<file path="src/sv/cpcc_pkg.sv">
`timescale 1ns / 1ps
// ----------------------------------------------------------------------------
// Circle pair cover count: shared package
// Field widths, register indexes, request codes, shared types and helpers.
// ----------------------------------------------------------------------------
package cpcc_pkg;

  localparam int MAX_POINTS_DEF = 64;
  localparam int IDX_W    = 6;
  localparam int COORD_W  = 32;
  localparam int CNT_W    = 7;
  localparam int RAD_W    = 31;
  localparam int MARGIN_W = 8;
  localparam int CFG_W    = 31;
  localparam int CFG_IDX_W = 1;
  localparam int ROOT_W   = 32;
  localparam int STEP_W   = 5;
  localparam int UNIT_STEPS = 32;

  localparam logic [RAD_W-1:0]    RADIUS_RST = 31'd117440;
  localparam logic [MARGIN_W-1:0] MARGIN_RST = 8'd2;
  localparam logic [CNT_W-1:0]    COUNT_MAX  = 7'd127;

  // Configuration register indexes.
  localparam logic [CFG_IDX_W-1:0] CFG_SCAN_RADIUS = 1'b0;
  localparam logic [CFG_IDX_W-1:0] CFG_NEAR_MARGIN = 1'b1;

  // Request codes.
  localparam logic REQ_APPEND = 1'b0;
  localparam logic REQ_QUERY  = 1'b1;

  typedef struct packed {
    logic signed [COORD_W-1:0] x;
    logic signed [COORD_W-1:0] y;
  } point_t;

  // Status of an iterative arithmetic unit.
  typedef struct packed {
    logic busy;
    logic done;
  } unit_stat_t;

  // Clamp a 34-bit signed value to the signed 32-bit range.
  function automatic logic signed [COORD_W-1:0] sat32(input logic signed [33:0] v);
    logic signed [COORD_W-1:0] r;
    if (v > 34'sh0_7FFF_FFFF) begin
      r = 32'sh7FFF_FFFF;
    end else if (v < -34'sh0_8000_0000) begin
      r = 32'sh8000_0000;
    end else begin
      r = v[COORD_W-1:0];
    end
    return r;
  endfunction

  // Magnitude of a 33-bit signed value.
  function automatic logic [32:0] mag33(input logic signed [32:0] v);
    logic [32:0] r;
    r = v[32] ? (~v + 33'd1) : v;
    return r;
  endfunction

endpackage

</file>
<file path="src/sv/cpcc_point_mem.sv">
`timescale 1ns / 1ps
// ----------------------------------------------------------------------------
// Circle pair cover count: point table
// Single-port-write, single-port-read memory with registered read data.
// ----------------------------------------------------------------------------
module cpcc_point_mem import cpcc_pkg::*; #(
  parameter int DEPTH = MAX_POINTS_DEF,
  localparam int AW = $clog2(DEPTH)
) (
  input  logic          clk,
  input  logic          we,
  input  logic [AW-1:0] waddr,
  input  point_t        wdata,
  input  logic          re,
  input  logic [AW-1:0] raddr,
  output point_t        rdata
);

  point_t mem [DEPTH];

  // Write port.
  always_ff @(posedge clk) begin
    if (we) begin
      mem[waddr] <= wdata;
    end
  end

  // Read port, with registered read data.
  always_ff @(posedge clk) begin
    if (re) begin
      rdata <= mem[raddr];
    end
  end

endmodule

</file>
<file path="config.mk">
export PLATFORM = sky130hd
export DESIGN_NAME = cpcc_point_mem
export DESIGN_NICKNAME = d
export VERILOG_FILES = /design/src/sv/cpcc_pkg.sv /design/src/sv/cpcc_point_mem.sv
export SDC_FILE = /design/constraint.sdc
export NUM_CORES = 2
export LEC_CHECK = 0
export ABC_AREA = 0
export BUFFER_PORTS_ARGS = -buffer_cell sky130_fd_sc_hd__buf_2
export CAP_MARGIN = 30
export CELL_PAD_IN_SITES_DETAIL_PLACEMENT = 1
export CELL_PAD_IN_SITES_GLOBAL_PLACEMENT = 2
export CORE_ASPECT_RATIO = 0.6
export CORE_MARGIN = 3
export CORE_UTILIZATION = 55
export CTS_BUF_LIST = sky130_fd_sc_hd__clkbuf_8
export DETAILED_ROUTE_END_ITERATION = 8
export GPL_TIMING_DRIVEN = 0
export PLACE_DENSITY_LB_ADDON = 0.1
export SETUP_SLACK_MARGIN = 0.5
export SLEW_MARGIN = 20
export SYNTH_ARGS = -nofsm -noshare
export SYNTH_HDL_FRONTEND = slang
export SYNTH_SLANG_ARGS = --single-unit
</file>
<file path="constraint.sdc">
create_clock -name clk -period 15.7 [get_ports clk]
set_clock_uncertainty 0.05 [all_clocks]
set_input_delay 3.14 -clock clk [delete_from_list [all_inputs] [get_ports clk]]
set_output_delay 3.14 -clock clk [all_outputs]
set_load 0.03 [all_outputs]
</file>
# Word-level counts from Yosys, hierarchy flattened
# Memories as Yosys holds them, arrays and structs flattened. A register that Yosys moved wholly into a read port is not among the register bits.
# Cells that the tools add are included.
# totals
regBits	0
mem_bits_rw	4096
in_bits	79
output_inout_bits	64
elab_cells	3
memories	1
# memory_table
name	depth	width	rd	rd_ports_with_merged_regs	wr	line	text
mem	64	64	1	1	1	cpcc_point_mem.sv:19	point_t mem [DEPTH];
# op_classes
mux	2
# ops
cell	count
2-to-1 mux 1 bit	2

# Logic depth before layout (Yosys ltp)
# logic_depth
ltp_word	2
depth_mapped	9
depth_no_buf	5

# Worst setup path after synthesis
# OpenSTA, ideal clock, no wires.
# synth_timing
kind	input to register
start	input waddr[3]
end	memory mem[48][0] (netlist name), enable pin
setup_time_ns	0.564
arrival_ns	8.012
required_ns	15.086
path_slack_ns	7.074
stages	4
n_path_buf	1
cell_sequence	clkbuf_1 -> nor2b_1 -> nand4b_1 -> nor3_1
# synth_lines
element	line	text
from (decl)	cpcc_point_mem.sv:12	input logic [AW-1:0] waddr,
to (decl)	cpcc_point_mem.sv:19	
# No word-level cell before the write port.

==> results.tsv <==
stage	metric	value	unit
outcome	status	finished clean	
timing	setup_ws	8970	ps
floorplan	fp.dieH	420	um
min_path	hold_end	rdata[28]$_DFFE_PP_	
clock_tree	clkTransAtPathRegs	60	ps
timing	setup_viol	0	
timing	period_needed	6730	ps
cells_and_area	fin_area	180000	um2
routing	ant_nets	0	
synth	synthCells	6598	
clock_tree	clock_latency	1140	ps
place	place_ws	8090	ps
setup_path	startpoint_type	input port	
timing	drv_slew	0	
floorplan	pin_count	143	
synth	synth_seq_area_share	79.6	%
floorplan	initial_core_util	55.5	%
clock_tree	cts_tree	done	
timing	rsz0062_at_grt	false	
grt	grt_pass1_vias	81500	
timing	tns	0	ps
synth	synth-async-reset-ratio	0	%
pwr	p_leak	57.2	nW
cells_and_area	final_cell_mix	edfxtp_1, mux4_2, clkbuf_8	
min_path	min_from	mem[47][28]$_DFFE_PP_	
routing	viasPerCell	6.82	
place	placed_cell_area	169000	um2
grt	grt_overflow	0	
cells_and_area	fin_util	63.6	%
setup_path	r2r_slack	12550	ps
grt	track_usage	33.1	%
synth	synth_area_per_cell	23.8	um2
grt	grt_start_max_net_pins	65	
pwr	ir_drop	0.133	mV
floorplan	die_area	292000	um2
cells_and_area	fin_nets	7737	
setup_path	path_max_fanout	12	
cells_and_area	final_common_cell	edfxtp_1	
min_path	holdPathStages	4	
setup_path	arrival	7450	ps
routing	firstDrtPassIters	5	
cells_and_area	drive_gt1_share	31.1	%
routing	drc	0	
clock_tree	cts_root_buf	clkbuf_8	
synth	synth_cell_types	32	
routing	vias	81000	
clock_tree	clockBufferDepth	4	
floorplan	fp.dieW	696	um
timing	max-slew-margin-rel	14.6	%
routing	finalWirelength	479	mm
clock_tree	cts_resized	0	
synth	synth_top_flop_cell	edfxtp_1	
job	max_cap_violations	0	
routing	wl_per_cell	40.3	um
setup_path	required	16420	ps
pwr	power_density	120	nW/um2
setup_path	reg2reg_from	mem[60][38]$_DFFE_PP_	
clock_tree	cts_buffers	602	
place	io_buffers	134	
setup_path	criticalPathCategory	in2reg	
grt	antenna_found_initial	62	
timing	worst-slew-pin-transition	1280	ps
synth	syn-num-nets	6677	
setup_path	r2r_cells	5	
floorplan	rows	151	
synth	ys_warn_count	0	
timing	finalCritPeriodShare	42.9	%
min_path	hp-class	reg2reg	
timing	fmax	0.149	GHz
setup_path	end_kind	flop	
timing	hold_slack	951	ps
clock_tree	post_cts_buffers	0	
synth	ys_ff_latch	4160	
floorplan	coreArea	283000	um2
timing	hold_viol	0	
clock_tree	hold_buffers	0	
cells_and_area	syn2layout_area_growth	14.7	%
routing	drt_iter0_markers	15100	
grt	grt_pass1_wl	661	mm
clock_tree	cts_htree_levels	6	
clock_tree	cts_sinks	4160	
setup_path	r2r-end	rdata[38]$_DFFE_PP_	
place	gp_congestion	0.855	
synth	synth_area	157000	um2
synth	synth-edff-count	4160	
place	dp_hpwl	327	mm
## through the flow
stage / std cells / total power [mW]
3_5_place_dp: 10800 / 13.9
2_1_floorplan: 6598 / 13.2
6_report: 11900 / 21.7
4_1_cts: 11900 / 21.7
5_1_grt: 11900 / 22.3
3_3_place_gp: 10500 / 13.8
## flip-flops by register name, indices dropped and copies added, names as in the netlist
signal,count
mem,4096
rdata,64
## power by group
part / leakage [nW] / internal, mW / switching (mW) / total, mW
combinational: 13.6 / 0.426 / 0.919 / 1.35
clock: 6.16 / 3.81 / 4.18 / 7.99
sequential: 37.5 / 12.3 / 0.0275 / 12.3
total: 57.2 / 16.6 / 5.12 / 21.7
## cells by family (layout without fill, tap and decap cells)
logic type | Yosys count | in the layout | share of synthesized area [%]
compound gates | 504 | 504 | 2.47
flops | 4160 | 4160 | 79.6
buf+inv | 389 | 1908 | 1.18
simple gates | 386 | 386 | 1.23
other cells | 0 | 24 | 0
mux | 1159 | 1159 | 15.6
## worst max path at each step
stage / from / end / slack [ps] / cells after the start
detailed placement: raddr[0] / rdata[38]$_DFFE_PP_ / 8090 / 8
floorplan: waddr[3] / mem[48][0]$_DFFE_PP_ / 7070 / 4
global route: raddr[0] / rdata[38]$_DFFE_PP_ / 9230 / 8
CTS: raddr[0] / rdata[38]$_DFFE_PP_ / 9260 / 8
finish: raddr[0] / rdata[38]$_DFFE_PP_ / 8970 / 8
global placement: waddr[3] / mem[48][20]$_DFFE_PP_ / 50 / 4
## cells in the mapped netlist, types with 29 or more instances
| library cell | number | area share, % |
|---|---|---|
| edfxtp_1 | 4160 | 80 |
| nor2_1 | 112 | 0.27 |
| buf_4 | 34 | 0.16 |
| and3_1 | 64 | 0.26 |
| nand2_1 | 58 | 0.14 |
| mux4_2 | 1024 | 15 |
| o221ai_1 | 38 | 0.21 |
| buf_2 | 170 | 0.54 |
| o22ai_1 | 83 | 0.33 |
| nand3_1 | 45 | 0.14 |
| a22oi_1 | 168 | 0.80 |
| or3_1 | 29 | 0.12 |
| clkbuf_1 | 140 | 0.33 |
| mux2i_1 | 135 | 0.86 |
| a211oi_1 | 63 | 0.30 |
| a22o_1 | 88 | 0.49 |
## metal layers
metal / vias to the layer above / wire length (um) / GRT usage, %
met5: - / 203 / 0
met4: 24 / 11800 / 7.81
met3: 717 / 71400 / 10.7
met2: 5953 / 202000 / 45.5
met1: 43600 / 194000 / 52.1
li1: 30800 / - / -
## cell type report
| cell class | count | area (um2) |
|---|---|---|
| fill | 22500 | 103000 |
| clock buffer | 626 | 8620 |
| timing repair buffer | 456 | 7130 |
| multi-input combinational | 2049 | 30900 |
| sequential | 4160 | 125000 |
| buffer | 370 | 1790 |
| antenna | 24 | 60.1 |
| tap | 3748 | 4690 |
| clock inverter | 437 | 2000 |
| inverter | 19 | 71.3 |
## worst max-delay path, cell delays in order
cell and delay, ps:
buf_4 260, buf_2 730, buf_2 660, mux4_2 360, mux2i_1 100, o22ai_1 990, a31oi_1 470, a211oi_1 660
(Power assumes the default switching activity.)
