--- config.mk ---
export PLATFORM = sky130hd
export DESIGN_NAME = cpcc_div
export DESIGN_NICKNAME = d
export VERILOG_FILES = /design/src/sv/cpcc_pkg.sv /design/src/sv/cpcc_div.sv
export SDC_FILE = /design/constraint.sdc
export NUM_CORES = 1
export LEC_CHECK = 0
export BUFFER_PORTS_ARGS = -buffer_cell sky130_fd_sc_hd__buf_2
export CAP_MARGIN = 20
export CORE_AREA = 2 2 124 126
export CTS_CLUSTER_SIZE = 28
export DETAILED_ROUTE_END_ITERATION = 10
export DIE_AREA = 0 0 126 128
export GPL_TIMING_DRIVEN = 0
export PLACE_DENSITY = 0.73
export SLEW_MARGIN = 20
export SYNTH_ARGS = -nofsm -noshare
export SYNTH_HDL_FRONTEND = slang
export SYNTH_SLANG_ARGS = --single-unit
--- constraint.sdc ---
create_clock -name clk -period 3.4 [get_ports clk]
set_input_delay 0.34 -clock clk [delete_from_list [all_inputs] [get_ports clk]]
set_output_delay 0.34 -clock clk [all_outputs]
set_load 0.005 [all_outputs]
--- src/sv/cpcc_pkg.sv ---
`timescale 1ns / 1ps
// ----------------------------------------------------------------------------
// Circle pair cover count: shared package
// Field widths, register indexes, request codes, shared types and helpers.
// ----------------------------------------------------------------------------
package cpcc_pkg;

  localparam int MAX_POINTS_DEF = 64;
  localparam int IDX_W    = 6;
  localparam int COORD_W  = 32;
  localparam int CNT_W    = 7;
  localparam int RAD_W    = 31;
  localparam int MARGIN_W = 8;
  localparam int CFG_W    = 31;
  localparam int CFG_IDX_W = 1;
  localparam int ROOT_W   = 32;
  localparam int STEP_W   = 5;
  localparam int UNIT_STEPS = 32;

  localparam logic [RAD_W-1:0]    RADIUS_RST = 31'd117440;
  localparam logic [MARGIN_W-1:0] MARGIN_RST = 8'd2;
  localparam logic [CNT_W-1:0]    COUNT_MAX  = 7'd127;

  // Configuration register indexes.
  localparam logic [CFG_IDX_W-1:0] CFG_SCAN_RADIUS = 1'b0;
  localparam logic [CFG_IDX_W-1:0] CFG_NEAR_MARGIN = 1'b1;

  // Request codes.
  localparam logic REQ_APPEND = 1'b0;
  localparam logic REQ_QUERY  = 1'b1;

  typedef struct packed {
    logic signed [COORD_W-1:0] x;
    logic signed [COORD_W-1:0] y;
  } point_t;

  // Status of an iterative arithmetic unit.
  typedef struct packed {
    logic busy;
    logic done;
  } unit_stat_t;

  // Clamp a 34-bit signed value to the signed 32-bit range.
  function automatic logic signed [COORD_W-1:0] sat32(input logic signed [33:0] v);
    logic signed [COORD_W-1:0] r;
    if (v > 34'sh0_7FFF_FFFF) begin
      r = 32'sh7FFF_FFFF;
    end else if (v < -34'sh0_8000_0000) begin
      r = 32'sh8000_0000;
    end else begin
      r = v[COORD_W-1:0];
    end
    return r;
  endfunction

  // Magnitude of a 33-bit signed value.
  function automatic logic [32:0] mag33(input logic signed [32:0] v);
    logic [32:0] r;
    r = v[32] ? (~v + 33'd1) : v;
    return r;
  endfunction

endpackage

--- src/sv/cpcc_div.sv ---
`timescale 1ns / 1ps
// ----------------------------------------------------------------------------
// Circle pair cover count: restoring divider
// 64-bit by 33-bit unsigned division whose quotient fits in 32 bits,
// one quotient bit per cycle.
// ----------------------------------------------------------------------------
module cpcc_div import cpcc_pkg::*; (
  input  logic              clk,
  input  logic              rst,
  input  logic              start,
  input  logic [63:0]       dividend,
  input  logic [32:0]       divisor,
  output unit_stat_t        stat,
  output logic [ROOT_W-1:0] quotient
);

  logic              running;
  logic              done;
  logic [STEP_W-1:0] step;
  logic [31:0]       low;
  logic [32:0]       dsr;
  logic [33:0]       rem;
  logic [34:0]       rem_sh;

  assign stat.busy = running;
  assign stat.done = done;

  assign rem_sh = {rem, low[31]};

  // Control.
  always_ff @(posedge clk) begin
    if (rst) begin
      running <= 1'b0;
      done    <= 1'b0;
      step    <= '0;
    end else begin
      done <= 1'b0;
      if (start && !running) begin
        running <= 1'b1;
        step    <= '0;
      end else if (running) begin
        step <= step + STEP_W'(1);
        if (step == STEP_W'(UNIT_STEPS - 1)) begin
          running <= 1'b0;
          done    <= 1'b1;
        end
      end
    end
  end

  // Datapath: the upper half is already below the divisor.
  always_ff @(posedge clk) begin
    if (start && !running) begin
      rem      <= {2'b00, dividend[63:32]};
      low      <= dividend[31:0];
      dsr      <= divisor;
      quotient <= '0;
    end else if (running) begin
      low <= {low[30:0], 1'b0};
      if (rem_sh >= {2'b00, dsr}) begin
        rem      <= 34'(rem_sh - {2'b00, dsr});
        quotient <= {quotient[ROOT_W-2:0], 1'b1};
      end else begin
        rem      <= rem_sh[33:0];
        quotient <= {quotient[ROOT_W-2:0], 1'b0};
      end
    end
  end

endmodule

== After elaboration in Yosys (flattened, before gate mapping) ==
Index checks and enable logic that the tools add are counted.
Widths: inputs -> output; s select.
Operators by class
  $add $sub $neg: 2
  magnitude comparators: 1
  equal/unequal tests: 1
  muxes and demuxes: 10
  bitwise gates (word level): 1
  reduce and logical (&&, ||, !) cells: 5
Operator list (number)
  $mux 32: 4
  $ge 35x33->1: 1
  $mux 34: 1
  $sub 34x33->34: 1
  $add 5x1->5 const B: 1
  $eq 5x5->1 const B: 1
  $mux 1: 5
  $reduce_or 3->1: 1
  $reduce_bool 2->1: 1
  $reduce_or 2->1: 1
  $logic_and 1x1->1: 1
  $logic_not 1->1: 1
  $not 1->1: 1
Storage, ports and cells
  register bits: 138
  input bits: 100
  word-level logic and storage cells: 28

== Logic depth before layout (Yosys ltp) ==
  depth after elaboration: 4
  depth in mapped cells: 13
  depth with buffers taken out: 12

== Least setup slack after synthesis ==
Ideal clock, no wire load.
  kind: register to register
  start: register rem[19]
  end: register rem[29], data pin
  library setup time: 261 ps
  arrival time: 2578 ps
  required time: 3139 ps
  path slack: 561 ps
  cell stages (with the launch flop): 12
  buffers on the path: 2
  clock period less this slack: 2839 ps
  path through: edfxtp_1 -> ha_1 -> buf_6 -> a21o_1 -> a21o_1 -> a2111oi_2 -> nor2_1 -> a211oi_2 -> o21ai_2 -> and2_1 -> buf_6 -> a221o_1
On the way
  longest elaborated chain between the ends: 4
  elaborated cells between the ends (all ways): 5
  those cells by class: add/sub: 1; order compare: 1; mux: 3
RTL lines
  start: declaration: RTL line cpcc_div.sv:22  | logic [33:0] rem;
  start signal: assignment: RTL line cpcc_div.sv:54  | rem <= {2'b00, dividend[63:32]};
  start signal: assignment: RTL line cpcc_div.sv:61  | rem <= 34'(rem_sh - {2'b00, dsr});
  start signal: assignment: RTL line cpcc_div.sv:64  | rem <= rem_sh[33:0];
  $sub 34x33->34 or $ge 35x33->1 (tied branches): RTL line cpcc_div.sv:61, cpcc_div.sv:60
  $mux 34 (*): RTL line cpcc_div.sv:60  | if (rem_sh >= {2'b00, dsr}) begin
  $mux 32 (*): RTL line cpcc_div.sv:58  | end else if (running) begin
  $mux 32 (*): RTL line cpcc_div.sv:53  | if (start && !running) begin
Mark *: on every way between the ends. The rest lies on a longest branch, timed or not. The select of a mux whose other input is x is not followed.
A chain may end at the register's enable or synchronous reset.

== Worst setup path in the final report ==
  start: register rem[13]
  end: register rem[29], data pin
The elaborated chain is that of the path after synthesis.

==> results.json <==
{
  "status": "finished clean",
  "hold_viol_final": 0,
  "synth_cell_types": 52,
  "clkSinkCount": 138,
  "place.gp.congestion": 0.8987,
  "ant_nets": 0,
  "io_pins": 134,
  "nNetsFinal": 1093,
  "arrival_ns": 3.43,
  "clk_latency_ns": 0.43,
  "maxCapViolCount": 0,
  "dieHeight_um": 128,
  "dieWidth_um": 126,
  "synthTopCellsByCount": "nand2_1 (175), edfxtp_1 (97), o21ai_0 (68)",
  "fillers": 1349,
  "regArea_mm2": 0.003734,
  "root_buffer": "clkbuf_16",
  "synth_area_mm2": 0.007447,
  "grt_first_pass_wirelength_mm": 29.46,
  "synth_seq_area_share": 0.5013,
  "initial_core_util": 0.5010,
  "cp.buffers_inverters": 1,
  "grt_max_degree": 54,
  "whs_ns": 0.08088,
  "die_area_mm2": 0.01613,
  "syn_to_final_growth_pct": 21.25,
  "critPathLaunchType": "flip-flop",
  "synthesis.nets": 940,
  "dp_hpwl_mm": 13.04,
  "post-route-min-period_ns": 3.252,
  "hp-class": "input pin to flip-flop",
  "critPathTopFamily": "compound AO/OA/AOI/OAI gates",
  "cpMaxStageDelayCell": "a2111oi_2",
  "crit_chain": "ha_1 > and4_1 > nand4_1 > nor4_1 > a221o_1 > a2111oi_2 > o21ai_4 > and2_1 > buf_6 > a221o_1",
  "fmax_mhz": 307.5,
  "cts_hold_buf": 0,
  "fin_util": 0.6075,
  "ys_dominant_reg_cell": "edfxtp_1",
  "first_global_vias": 6019,
  "antenna_found_initial": 4,
  "syn-instance-count": 804,
  "fp.coreArea_mm2": 0.01486,
  "setup_viol": 0,
  "critical_path.max_fanout": 10,
  "grt_overflow_total": 0,
  "yosys.area.top_type_share": 0.3911,
  "portBuffers": 132,
  "use_met2": 0.3754,
  "rsz0062_at_grt": "yes",
  "async_flop_share": 0,
  "h-tree-depth": 4,
  "cp_common_cell": "a221o_1",
  "post_drt_via_cell_ratio": 5.305,
  "drcViolationCount": 0,
  "cts_tree": "yes",
  "totalWireLength_mm": 18.26,
  "vias": 6154,
  "cp_slowest_stage_delay_ns": 0.48,
  "yosysTopAreaCell": "edfxtp_1",
  "post-route-period-util": 0.9565,
  "clock_path_buffers": 2,
  "yosys_warnings": 0,
  "layout-drive-gt1-share": 0.1938,
  "path_clk_slew_ns": 0.07,
  "firstDrtPassIters": 5,
  "met1_usage": 0.3004,
  "drt-initial-drc-count": 453,
  "avgSynthCellArea_um2": 9.263,
  "cts_setup_buffers": 0,
  "track_usage": 0.2319,
  "power_density_mw_per_mm2": 826.8,
  "synth-edff-count": 97,
  "worstMarginPinSlew_ns": 0.7433,
  "yosysMostFrequentCell": "nand2_1",
  "rows": 45,
  "ir_drop_mv": 0.4718,
  "path_class": "flip-flop to flip-flop",
  "skew_ns": 0.006359,
  "grt_busiest_layer": "met2",
  "multi_input_area_mm2": 0.003374,
  "crit_path_end_kind": "flip-flop",
  "worstPathRequired_ns": 3.58,
  "cts_inserted_buffers": 17,
  "relSlewSlack": 0.5045,
  "synthTopCellsByArea": "edfxtp_1 (39%), dfxtp_1 (11%), nand2_1 (8.8%)",
  "ys_ff_latch": 138,
  "p_leak_nw": 3.973,
  "finalMaxSlewViolations": 0,
  "grt_use_met3": 0.06511,
  "wl_per_cell_um": 15.74
}
sequential cells by signal, summed over array words and instances, names as in the netlist:
name,flops
done,1
low,32
dsr,33
running,1
rem,34
step,5
quotient,32
kinds of logic after synthesis:
group / synth area share
flops: 0.5013
simple gates: 0.1853
mux: 0.01227
compound gates: 0.1554
xor+xnor: 0.03763
buf+inv: 0.04654
fa+ha+maj: 0.06149
report_power, final:
group	total (mW)	internal [mW]	switching (mW)
clock network	1.90	1.10	0.805
registers	2.37	2.21	0.156
logic	3.19	1.33	1.87
total	7.47	4.64	2.83
cells in the final DEF, fill, tap and decap left out, types with 4 or more instances in the layout:
cell type and count:
nand2_1 175, buf_2 135, edfxtp_1 97, o21ai_0 67
a21oi_1 63, nor2_1 55, dfxtp_1 41, inv_1 40
nand2b_1 36, ha_1 35, clkbuf_1 28, clkbuf_16 20
xnor2_1 19, xor2_1 13, a21o_1 12, nand3_1 8
mux2i_1 8, nand4_1 8, inv_6 8, a221o_1 7
o21a_1 6, and2_1 5, o21bai_1 5, nor3_1 5
nor3b_1 5, a31oi_1 4, clkbuf_2 4
stage by stage:
step                      std cells  TNS (ns)  total power, mW  setup WS, ns  cell area (um2)
final                          1160         0            7.466        0.1480             9030
after global routing           1160  -0.05428            7.970      -0.04113             9030
after CTS                      1158         0            7.442       0.06281             9011
after detailed placement       1126         0            5.532       0.07551             8402
after global placement         1124    -2.620            5.469      -0.09046             8343
after floorplan                 804         0            4.766        0.5612             7447
layout make-up:
type,instances,area share
multi-input combinational,581,0.3737
tap,188,0.02605
buffer,43,0.02175
antenna,2,0.0005542
inverter,42,0.01774
timing repair buffer,134,0.07926
clock buffer,20,0.05542
sequential,138,0.4135
clock inverter,12,0.01205
layer usage:
layer | up-vias | share of wire | routed length [um]
li1 | 3103 | - | -
met1 | 2857 | 0.46 | 8329
met2 | 168 | 0.46 | 8414
met3 | 24 | 0.062 | 1141
met4 | 2 | 0.020 | 360
met5 | - | 0.00071 | 13
what timing repair did:
item | in CTS | in global routing
setup endpoints to repair | 0 | 31
hold endpoints to repair | 0 | 0
gates resized for setup | 0 | 9
path summary, 6_finish.rpt:
path | start | to | slack (ns) | depth (start not counted)
min reg2reg | quotient[22] | quotient[23] | 0.49 | 2
max | rem[13] | rem[29] | 0.15 | 10
max reg2reg | rem[13] | rem[29] | 0.15 | 10
min | divisor[15] | dsr[15] | 0.08 | 1
Note: power is estimated with default switching activity, not from simulation.
